File: src/sv/vpa_pkg.sv
`timescale 1ns / 1ps
package vpa_pkg;

	localparam int SEGMENTS    = 32;
	localparam int SEG_IDX_W   = $clog2(SEGMENTS);
	localparam int SEG_CNT_W   = $clog2(SEGMENTS + 1);
	localparam int QUEUE_DEPTH = 16;
	localparam int Q_IDX_W     = (QUEUE_DEPTH > 1) ? $clog2(QUEUE_DEPTH) : 1;
	localparam int Q_CNT_W     = $clog2(QUEUE_DEPTH + 1);
	localparam int MAX_RESULTS = 16;
	localparam int RES_CNT_W   = $clog2(MAX_RESULTS + 1);
	localparam int LEN_W       = 16;
	localparam int ID_W        = 8;
	localparam int TIME_W      = 32;
	localparam int IN_TDATA_W  = 40;
	localparam int OUT_TDATA_W = 24;

	localparam logic [LEN_W-1:0]  REGION_RESET = LEN_W'(1000);
	localparam logic [TIME_W-1:0] NEVER        = '1;

	localparam logic [1:0] POL_FIRST = 2'd0;
	localparam logic [1:0] POL_BEST  = 2'd1;
	localparam logic [1:0] POL_WORST = 2'd2;

	localparam logic REG_FIT_POLICY  = 1'b0;
	localparam logic REG_REGION_SIZE = 1'b1;

	typedef enum logic [1:0] {
		OC_ALLOC      = 2'd0,
		OC_QUEUED     = 2'd1,
		OC_DROP_QUEUE = 2'd2,
		OC_DROP_TABLE = 2'd3
	} outcome_t;

	typedef enum logic {
		ALU_ADD = 1'b0,
		ALU_SUB = 1'b1
	} alu_op_t;

	typedef struct packed {
		alu_op_t           op;
		logic [TIME_W-1:0] a;
		logic [TIME_W-1:0] b;
		logic [TIME_W-1:0] c;
	} alu_req_t;

	typedef struct packed {
		logic [TIME_W-1:0] res;
		logic              lt;
		logic              eq;
		logic              lt_c;
		logic              gt_c;
	} alu_rsp_t;

	typedef struct packed {
		outcome_t         outcome;
		logic [ID_W-1:0]  owner_id;
		logic [LEN_W-1:0] base;
		logic             last;
	} result_t;

	typedef struct packed {
		logic [ID_W-1:0]  id;
		logic [LEN_W-1:0] size;
		logic [LEN_W-1:0] hold;
	} wq_entry_t;

endpackage

File: src/sv/vpa_alu.sv
`timescale 1ns / 1ps
module vpa_alu (
	input  vpa_pkg::alu_req_t req,
	output vpa_pkg::alu_rsp_t rsp
);
	import vpa_pkg::*;

	always_comb begin
		unique case (req.op)
			ALU_ADD: rsp.res = req.a + req.b;
			ALU_SUB: rsp.res = req.a - req.b;
			default: rsp.res = req.a;
		endcase
		rsp.lt   = req.a < req.b;
		rsp.eq   = req.a == req.b;
		rsp.lt_c = req.a < req.c;
		rsp.gt_c = req.a > req.c;
	end

endmodule

File: config.mk
export PLATFORM = sky130hd
export DESIGN_NAME = vpa_alu
export DESIGN_NICKNAME = d
export VERILOG_FILES = /design/src/sv/vpa_pkg.sv /design/src/sv/vpa_alu.sv
export SDC_FILE = /design/constraint.sdc
export NUM_CORES = 1
export LEC_CHECK = 0
export ABC_AREA = 1
export BUFFER_PORTS_ARGS = -buffer_cell sky130_fd_sc_hd__buf_2
export CAP_MARGIN = 20
export CORE_ASPECT_RATIO = 0.6
export CORE_MARGIN = 2
export CORE_UTILIZATION = 30
export DETAILED_ROUTE_END_ITERATION = 16
export PLACE_DENSITY = 0.48
export SLEW_MARGIN = 10
export SYNTH_ARGS = -nofsm -noshare
export SYNTH_HDL_FRONTEND = slang
export SYNTH_SLANG_ARGS = --single-unit
File: constraint.sdc
create_clock -name vclk -period 1.37
set_input_delay 0.0685 -clock vclk [all_inputs]
set_output_delay 0.0685 -clock vclk [all_outputs]
set_load 0.005 [all_outputs]
# --- Yosys cells after proc, flatten, opt, wreduce, memory -nomap -nowiden ---
# Cells that the tools add are included.
word_totals:
  ff_bits: 0
  latch_bits: 0
  ram_bits: 0
  mem_bits_ro: 0
  inputBits: 97
  out_inout_bits: 36
  wordCells: 8
  memories: 0
op_classes:
  addsub: 2
  multipliers: 0
  div: 0
  order_cmp: 3
  n_eq_ne: 1
  n_shift: 0
  mux: 1
  n_bitwise: 1
  reduce_logical: 0
ops:
  columns: ["op", "count"]
  rows:
  - ["less-than comparator 32 bit", 2]
  - ["case mux 32 bit (2 select lines)", 1]
  - ["adder 32 bit", 1]
  - ["== test 32 bit", 1]
  - ["greater-than comparator 32 bit", 1]
  - ["subtractor 32 bit", 1]
  - ["inverter 1 bit", 1]

# --- Longest topological paths before layout ---
depth:
  word_depth: 2
  mapped_depth: 17
  depth_no_buf: 16

# --- Least setup slack after synthesis ---
# No wires, ideal clock.
synth_timing:
  kind: "input port to output port"
  from: "in req[64] (netlist bit)"
  to: "out rsp[28] (netlist bit)"
  arrival_ps: 1430
  required_ps: 1302
  setup_slack_ps: -129
  stages: 12
  n_path_buf: 0
  cell_sequence: "inv_1 ha_1 fa_1 o21ai_2 nand2_1 nand2_1 nand3_1 nand3_1 nand2_1 nand2_1 nand2_1 nand2_1"
synth_rtl:
  columns: ["item", "line_no", "source"]
  rows:
  - ["from (decl)", "vpa_alu.sv:3", "input vpa_pkg::alu_req_t req,"]
  - ["to (decl)", "vpa_alu.sv:4", "output vpa_pkg::alu_rsp_t rsp"]

==> metrics.md <==
| Metric | Value |
|---|---|
| Post-Syn Area | `around 6200 um2` |
| # IOs | `133` |
| Power Dens Cells | `between 400 and 500 nW/um2` |
| 1st-pass router iterations | `5` |
| Hold/Removal Path Class | `in2out` |
| Filler Cell Count | `roughly 1900` |
| Layout area overhead | `97.0%` |
| Multi-input logic area | `between 7000 and 8000 um2` |
| NetSw | `~3.1 mW` |
| DRC viols | `0` |
| Setup_tns | `-11.47 ns` |
| Largest net degree at the start of global routing | `15` |
| Register area | `0 um2` |
| Worst setup EP type | `output pin` |
| Fin. Hold Viols | `0` |
| Synth area leader | `nand2_1` |
| Synth top area share | `28.8%` |
| Initial Utilization | `a little under a third` |
| Most numerous cell in the Yosys netlist | `nand2_1` |
| Avg Inst Size Synth | `around 4.9 um2` |
| GR Overflow Total | `0` |
| RD Place Congestion | `between 0.9 and 1` |
| Slew @ Worst Pin | `approximately 0.5 ns` |
| Synth cell types | `37` |
| Failing checks | `setup timing` |
| XOR/XNOR Fraction of Synth Area | `2.66%` |
| Total number of vias | `between 9000 and 10000` |
| Reg power frac | `0%` |
| Max Slew Vio Count | `0` |
| Core box area | `approximately 20000 um2` |
| Startpoint Class | `input pin` |
| Ranking of synthesized cells by area | `nand2_1 29%, ha_1 19%, inv_1 16%, nor2_1 6.4%, nand3_1 5.7%` |
| Pint | `2.57 mW` |
| Routed wire length | `approximately 31000 um` |
| Overall Global Routing Usage | `around a quarter` |
| IR drop worst, VDD | `about 0.20 mV` |
| Final Instance Area | `approximately 12000 um2` |
| Run status | `finished with violations` |
| WP data arrival | `approximately 1.8 ns` |
| Slowest stage delay, CP | `0.41 ns` |
| RSZ-0062 raised after global routing | `true` |
| Antenna violations before repair | `0` |
| Net Count, Synth | `1459` |
| Gate power share | `between 90% and 100%` |
| Final ANT Viol Nets | `0` |
| Via count of the first global-routing pass | `approximately 8600` |
| Compound-Gate Fraction of Synth Area | `10.4%` |
| Detailed Place HPWL | `between 20000 and 30000 um` |
| Setup WS post-layout | `-0.448 ns` |
| Final std cells w/o fill | `1923` |
| Die area | `22000 um2` |
| Row cnt | `40` |
| Slew HR | `around two thirds` |
| Multiplexer area fraction after synthesis | `0%` |
| Synth cell count leaders | `479 x nand2_1, 266 x inv_1, 106 x nor2_1, 95 x ha_1, 71 x nand3_1` |
| Die Y | `between 100 and 150 um` |
| Final core utilization | `approximately 61%` |
| Final hold slack | `0.497 ns` |
| Crit-path max FO | `4` |
| N_diodes | `0` |
| Ys Warns | `0` |
| Cells along the critical path | `buf_8 -> inv_4 -> ha_4 -> fa_2 -> o21ai_4 -> nand2_2 -> nand2_4 -> nand2_2 -> nand3_2 -> nor2_1 -> o21ai_1 -> nand2_2 -> buf_6` |
| IO buf count | `~130` |
| Slowest CP cell | `fa_2` |
| First-pass GRT wire length | `around 45000 um` |
| Sequential cell count | `0` |
| Drt wl/cell | `16.0 um` |
| Largest family of logic cells by synthesized area | `simple AND/OR/NAND/NOR gates` |
| Post-Place Cells | `about 1900` |
| Tmin final | `around 1.8 ns` |
| Vias/cell | `between 4 and 5` |
| Clkbuf count | `0` |
| Max Freq | `550 MHz` |
| Max Cap Violations | `0` |
| Power, Total | `5.69 mW` |
| Final nets | `~1800` |
| Pre-CTS setup slack | `-0.689 ns` |
| Clock share of power | `0%` |
| Leak pwr | `6.57 nW` |
| Net Sw Frac | `between 50% and 60%` |
| Die Span X | `~190 um` |
| Post-Synth Simple-Gate Area | `48.8%` |
| Tcrit/Tclk final | `133%` |
| Post-synthesis adder-cell area fraction | `roughly 20%` |
| Sequential fraction of the synthesis area | `0%` |
| # setup viols final | `34` |
| Top cell by count, worst path | `nand2_2` |
| Number of DRC markers in iteration 0 | `a little over 600` |
| Critical Path RT | `~1.3 ns` |
| Share of post-route cells with drive strength above 1 | `about 56%` |
| Mapped Cells | `around 1300` |
| Critical path type | `in2out` |
| Post-DP Area | `around 9300 um2` |
placed cells by master, fill, tap and decap left out, drive strengths merged:
cell and n:
xor2 19, o21ai 32, nand3 74, a21boi 1, and3 2, nand3b 2
o22ai 1, nor3b 1, nand4 29, o21bai 12, nor3 19, o211ai 2
ha 95, a21oi 68, fa 2, a21o 1, nand2 483, nor4 4
a31oi 2, buf 413, nor2 112, inv 269, and2 7
critical path: cells and delay by family:
family	cells	cell delay, ns
adders and majority gates	2	0.56
and+or+nand+nor	6	0.48
AOI/OAI and AO/OA	2	0.39
buffers and inverters	3	0.24
path summary, 6_finish.rpt:
kind     from  endpoint  cells past startpoint  slack (ns)
max   req[64]   rsp[20]                     13       -0.45
min   req[32]    rsp[4]                      4        0.50
kinds of logic after synthesis:
family	count (synthesis)
compound gates	119
buf+inv	297
fa+ha+maj	97
xor+xnor	19
simple gates	733
per-layer routing:
layer	track usage (%)	wire [um]	up-vias
li1	-	-	4670
met1	42.7	15700	4225
met2	38.9	12200	319
met3	2.39	2600	18
met4	0.982	163	0
met5	0	0	-
power groups by stage:
stage	logic, mW	registers (mW)	clock network [mW]
after floorplan	2.17	0	0
after global placement	4.05	0	0
after detailed placement	4.05	0	0
after CTS	5.08	0	0
after global routing	6.10	0	0
final	5.69	0	0
layout make-up:
cell class,count,area share (%)
Multi-Input combinational cell,968,61.1
Timing Repair Buffer,413,27.5
Inverter,269,8.57
Tap cell,273,2.77
what timing repair did:
| item | in CTS | in global routing |
|---|---|---|
| hold endpoints to repair | 0 | 0 |
| hold buffers | 0 | 0 |
| pin swaps | 182 | 140 |
| setup endpoints to repair | 34 | 34 |
| gates resized for setup | 501 | 212 |
| buffers inserted | 32 | 20 |
No activity file was read; power rests on OpenSTA's default activity.
