--- src/sv/vpa_pkg.sv ---
`timescale 1ns / 1ps
package vpa_pkg;

	localparam int SEGMENTS    = 32;
	localparam int SEG_IDX_W   = $clog2(SEGMENTS);
	localparam int SEG_CNT_W   = $clog2(SEGMENTS + 1);
	localparam int QUEUE_DEPTH = 16;
	localparam int Q_IDX_W     = (QUEUE_DEPTH > 1) ? $clog2(QUEUE_DEPTH) : 1;
	localparam int Q_CNT_W     = $clog2(QUEUE_DEPTH + 1);
	localparam int MAX_RESULTS = 16;
	localparam int RES_CNT_W   = $clog2(MAX_RESULTS + 1);
	localparam int LEN_W       = 16;
	localparam int ID_W        = 8;
	localparam int TIME_W      = 32;
	localparam int IN_TDATA_W  = 40;
	localparam int OUT_TDATA_W = 24;

	localparam logic [LEN_W-1:0]  REGION_RESET = LEN_W'(1000);
	localparam logic [TIME_W-1:0] NEVER        = '1;

	localparam logic [1:0] POL_FIRST = 2'd0;
	localparam logic [1:0] POL_BEST  = 2'd1;
	localparam logic [1:0] POL_WORST = 2'd2;

	localparam logic REG_FIT_POLICY  = 1'b0;
	localparam logic REG_REGION_SIZE = 1'b1;

	typedef enum logic [1:0] {
		OC_ALLOC      = 2'd0,
		OC_QUEUED     = 2'd1,
		OC_DROP_QUEUE = 2'd2,
		OC_DROP_TABLE = 2'd3
	} outcome_t;

	typedef enum logic {
		ALU_ADD = 1'b0,
		ALU_SUB = 1'b1
	} alu_op_t;

	typedef struct packed {
		alu_op_t           op;
		logic [TIME_W-1:0] a;
		logic [TIME_W-1:0] b;
		logic [TIME_W-1:0] c;
	} alu_req_t;

	typedef struct packed {
		logic [TIME_W-1:0] res;
		logic              lt;
		logic              eq;
		logic              lt_c;
		logic              gt_c;
	} alu_rsp_t;

	typedef struct packed {
		outcome_t         outcome;
		logic [ID_W-1:0]  owner_id;
		logic [LEN_W-1:0] base;
		logic             last;
	} result_t;

	typedef struct packed {
		logic [ID_W-1:0]  id;
		logic [LEN_W-1:0] size;
		logic [LEN_W-1:0] hold;
	} wq_entry_t;

endpackage

--- src/sv/vpa_out_reg.sv ---
`timescale 1ns / 1ps
module vpa_out_reg (
	input  logic                            clk,
	input  logic                            arst_n,
	input  logic                            push,
	input  vpa_pkg::result_t                din,
	output logic                            can_push,
	output logic                            m_axis_tvalid,
	input  logic                            m_axis_tready,
	output logic [vpa_pkg::OUT_TDATA_W-1:0] m_axis_tdata,
	output logic [1:0]                      m_axis_tuser,
	output logic                            m_axis_tlast
);
	import vpa_pkg::*;

	logic    valid_q;
	result_t data_q;

	assign can_push = !valid_q || m_axis_tready;

	always_ff @(posedge clk or negedge arst_n) begin
		if (!arst_n) begin
			valid_q <= 1'b0;
		end else if (push && can_push) begin
			valid_q <= 1'b1;
		end else if (m_axis_tready) begin
			valid_q <= 1'b0;
		end
	end

	always_ff @(posedge clk) begin
		if (push && can_push) begin
			data_q <= din;
		end
	end

	assign m_axis_tvalid = valid_q;
	assign m_axis_tdata  = {data_q.base, data_q.owner_id};
	assign m_axis_tuser  = data_q.outcome;
	assign m_axis_tlast  = data_q.last;

endmodule

--- config.mk ---
export PLATFORM = sky130hd
export DESIGN_NAME = vpa_out_reg
export DESIGN_NICKNAME = d
export VERILOG_FILES = /design/src/sv/vpa_pkg.sv /design/src/sv/vpa_out_reg.sv
export SDC_FILE = /design/constraint.sdc
export NUM_CORES = 1
export LEC_CHECK = 0
export ABC_AREA = 1
export BUFFER_PORTS_ARGS = -buffer_cell sky130_fd_sc_hd__buf_2
export CAP_MARGIN = 10
export CELL_PAD_IN_SITES_DETAIL_PLACEMENT = 0
export CELL_PAD_IN_SITES_GLOBAL_PLACEMENT = 1
export CORE_ASPECT_RATIO = 0.5
export CORE_MARGIN = 8
export CORE_UTILIZATION = 30
export CTS_CLUSTER_SIZE = 25
export DETAILED_ROUTE_END_ITERATION = 10
export PLACE_DENSITY = 0.84
export SETUP_SLACK_MARGIN = 0.1
export SLEW_MARGIN = 20
export SYNTH_ARGS = -nofsm -noshare
export SYNTH_HDL_FRONTEND = slang
export SYNTH_SLANG_ARGS = --single-unit
--- constraint.sdc ---
create_clock -name clk -period 2.8 [get_ports clk]
set_input_delay 0.42 -clock clk [delete_from_list [all_inputs] [get_ports clk]]
set_output_delay 0.42 -clock clk [all_outputs]
set_load 0.1 [all_outputs]
* After elaboration in Yosys (flattened, before gate mapping)
Cells that the tools add are included. W data, S select, Z words.
Storage, ports and cells: register bits 28, word-level logic and storage cells 11, output and inout bits 29, input port bits 31
Operators by class: reduce and logical (&&, ||, !) cells 4, muxes and demuxes 2
Operators with widths (number):
- $mux W1 | 2
- $reduce_bool A2 Y1 | 1
- $logic_and A1 B1 Y1 | 1
- $logic_not A1 Y1 | 1
- $logic_or A1 B1 Y1 | 1

* Longest topological paths before layout
depth after elaboration 4, depth in mapped cells 3, mapped depth without buffers 3

* Least setup slack after synthesis
Ideal clock, no wire load.
path kind register -> register, start register valid_q, in the netlist m_axis_tvalid, end register data_q (netlist bit m_axis_tdata[0]), enable pin, setup slack 0.113 ns, setup time 0.420 ns, buffers on the path 0, clock period less this slack 2.687 ns, data required time 2.380 ns, data arrival time 2.267 ns, cell stages (with the launch flop) 2, cell sequence dfrtp_1 a21oi_1
Between the ends: cells in the longest elaborated chain, start to end 3
RTL lines:
- from (decl) | line vpa_out_reg.sv:16 | logic valid_q;
- from (signal assigned) | line vpa_out_reg.sv:23 | valid_q <= 1'b0;
- from (signal assigned) | line vpa_out_reg.sv:25 | valid_q <= 1'b1;
- from (signal assigned) | line vpa_out_reg.sv:27 | valid_q <= 1'b0;
- $logic_not A1 Y1 | line vpa_out_reg.sv:19 | assign can_push = !valid_q || m_axis_tready;
- $logic_or A1 B1 Y1 | line vpa_out_reg.sv:19
- $logic_and A1 B1 Y1 | line vpa_out_reg.sv:32 | if (push && can_push) begin
- to (signal assigned) | line vpa_out_reg.sv:33 | data_q <= din;
- to (decl) | line vpa_out_reg.sv:17 | result_t data_q;
No other way between the ends. A chain may end at the register's enable or synchronous reset.

* Final worst setup path
start register valid_q, in the netlist m_axis_tvalid, end output can_push
Between the ends: cells in the longest elaborated chain, start to end 2
RTL lines:
- $logic_not A1 Y1 | line vpa_out_reg.sv:19
- $logic_or A1 B1 Y1 | line vpa_out_reg.sv:19
- to (decl) | line vpa_out_reg.sv:7 | output logic can_push,
No other way between the ends.

==> impl_metrics.toml <==
[critical_path]
crit_type = "flip-flop to primary output"
crit_fanout = 3
critPathCaptureType = "primary output"
cp_slowest_cell = "buf_2"
required_ns = 2.38
path_cells = "nand2_1, buf_2"
rrSetupSlack_ns = 1.60
critPathLaunchType = "flip-flop"
crit_path_max_incr_delay_ns = 0.42
worstPathArrival_ns = 1.18

[sta]
finalCriticalPeriod_ns = 1.60
rsz0062_at_grt = "no"
fmax_ghz = 0.625
clock_skew_ns = 0.00603
finalSetupViolCount = 0
maxSlewHeadroom_pct = 66.9
finalHoldViolCount = 0
whs_ns = 0.320
setup_tns_ns = 0
worstMarginPinSlew_ns = 0.500
maxSlewViolCount = 0
post-route-period-util_pct = 57.2

[routing]
wl_um = 2150
vias = 509
met2WireLength_um = 1460
wl_met3_um = 32
route.detailed.drc = 0
ant_nets = 0
routedWlPerCell_um = 15.9
vias_per_cell = 3.77
wl_met1_um = 636
drt_pass1_iterations = 4
top_layer_used = "met4"
drt_iter0_drc = 25

[die]
core-area_mm2 = 0.00265
initial_utilization_pct = 32.3
rows = 13
die_area_mm2 = 0.00492
dieWidth_um = 91.5
boundaryPins = 60
fp.dieH_um = 53.8

[synthesis]
synth_area_per_cell_um2 = 25.9
synthCells = 33
synth_top_cell_area_share_pct = 94.7
synth_seq_area_share_pct = 97.7
ys_seq_elements = 28
synth_nets = 64
yosysUniqueCellTypes = 5
yosys_warnings = 0
synth_top_area_cell = "edfxtp_1"
synthesis.area_um2 = 856
yosys-top-cells-area = "edfxtp_1 95%, dfrtp_1 2.9%, inv_1 0.88%, nand2_1 0.88%, a21oi_1 0.58%"

[pwr]
power_frac_seq_pct = 52.9
p_sw_w = 0.000309
switching_share_pct = 33.2
pwr-share-comb_pct = 24.2
power_leakage_nw = 0.549
ir_drop_mv = 0.200
clkPwrFrac_pct = 22.8
p_per_area_mw_per_mm2 = 735
p_int_w = 0.000620

[hold_path]
min_path_type = "input port to flip-flop"

[clock_tree]
tritoncts = "built"
worstSkewPairLatency_ns = 0.27
post_cts_buffers = 0
numCtsBuffers = 3
htreeDepth = 1
clockBufferDepth = 2
cts_sinks = 28
path_clk_slew_ns = 0.09
root_buffer = "clkbuf_8"

[grt]
antenna_found_initial = 0
grt_use_total_pct = 8.42
grt_pass1_wl_um = 3120
grt-ovfl-total = 0
grt_max_degree = 28
grt_pass1_vias = 580

[outcome]
status = "completed"

[layout]
seq_area_um2 = 836
layout_common_cells = "59 x buf_2, 27 x edfxtp_1, 3 x clkbuf_8"
layout_commonest_cell = "buf_2"
nNetsFinal = 130
n_fill_cell = 239
multi_input_area_um2 = 16.3
drive_above_1_share_pct = 65.3
syn2layout_area_growth_pct = 47.7
diodes = 0

[placed_design]
routabilityCongestion = 0.648
numPortBuffers = 59

[job]
maxCapViolCount = 0
[logic make-up after synthesis]
logic type | count (synthesis) | synth area share, %
compound gates | 1 | 0.584
simple gates | 2 | 0.878
flops | 28 | 97.7
buf+inv | 2 | 0.878
[metrics by stage]
step / setup slack (ns) / instances / cell area (um^2) / power [W] / util, %
5_1_grt: 1.14 / 135 / 1260 / 0.000965 / 47.7
3_5_place_dp: 1.35 / 130 / 1210 / 0.000727 / 45.6
3_3_place_gp: 1.35 / 130 / 1210 / 0.000724 / 45.6
4_1_cts: 1.19 / 135 / 1260 / 0.000940 / 47.7
6_report: 1.20 / 135 / 1260 / 0.000929 / 47.7
2_1_floorplan: 0.113 / 33 / 856 / 0.000680 / -
[layer usage]
layer / vias up / track usage (%)
li1: 254 / -
met1: 245 / 6.87
met2: 8 / 19.2
met3: 2 / 1.94
met4: 0 / 4.02
met5: - / 0
[critical path: cells and delay by family, from the launching register on]
kind,cells,cell delay [ns]
flip-flops,1,0.41
AND/OR/NAND/NOR,1,0.09
buffers and inverters,1,0.42
[sequential cells by signal, summed over array words and instances, names as in the netlist]
register and flops:
m_axis_tvalid 1, m_axis_tdata 24, m_axis_tuser 2, m_axis_tlast 1
[cell type report]
type                            count  share of cell area [%]
Clock buffer                        4                    3.56
Inverter                            2                   0.594
Multi-Input combinational cell      3                    1.29
Sequential cell                    28                    66.1
Tap cell                           37                    3.66
Timing Repair Buffer               61                    24.8
[power by group through the flow]
| stage | Sequential [W] | Clock [W] | Combinational [W] |
|---|---|---|---|
| floorplan | 0.000663 | 0 | 0.0000166 |
| global placement | 0.000500 | 0 | 0.000224 |
| detailed placement | 0.000502 | 0 | 0.000226 |
| CTS | 0.000492 | 0.000221 | 0.000227 |
| global route | 0.000494 | 0.000240 | 0.000231 |
| finish | 0.000492 | 0.000212 | 0.000225 |
[Yosys cell counts]
cell and n:
nand2_1 2, dfrtp_1 1, edfxtp_1 27, a21oi_1 1
inv_1 2
[repair_timing]
item / 4_1_cts / 5_1_grt
gates resized for setup: 0 / 0
endpoints found under the hold margin: 1 / 0
hold buffers: 1 / 0
[final timing paths]
kind | endpoint | startpoint | depth (start not counted)
worst max-delay path | can_push | m_axis_tvalid | 2
worst min-delay path | m_axis_tuser[0] | din[25] | 1
worst max register to register | m_axis_tdata[1] | m_axis_tvalid | 2
worst min register to register | m_axis_tvalid | m_axis_tvalid | 2
max in group asynchronous | m_axis_tvalid | arst_n | 2
min in group asynchronous | m_axis_tvalid | arst_n | 2
Power figures use the tool's default switching activity.
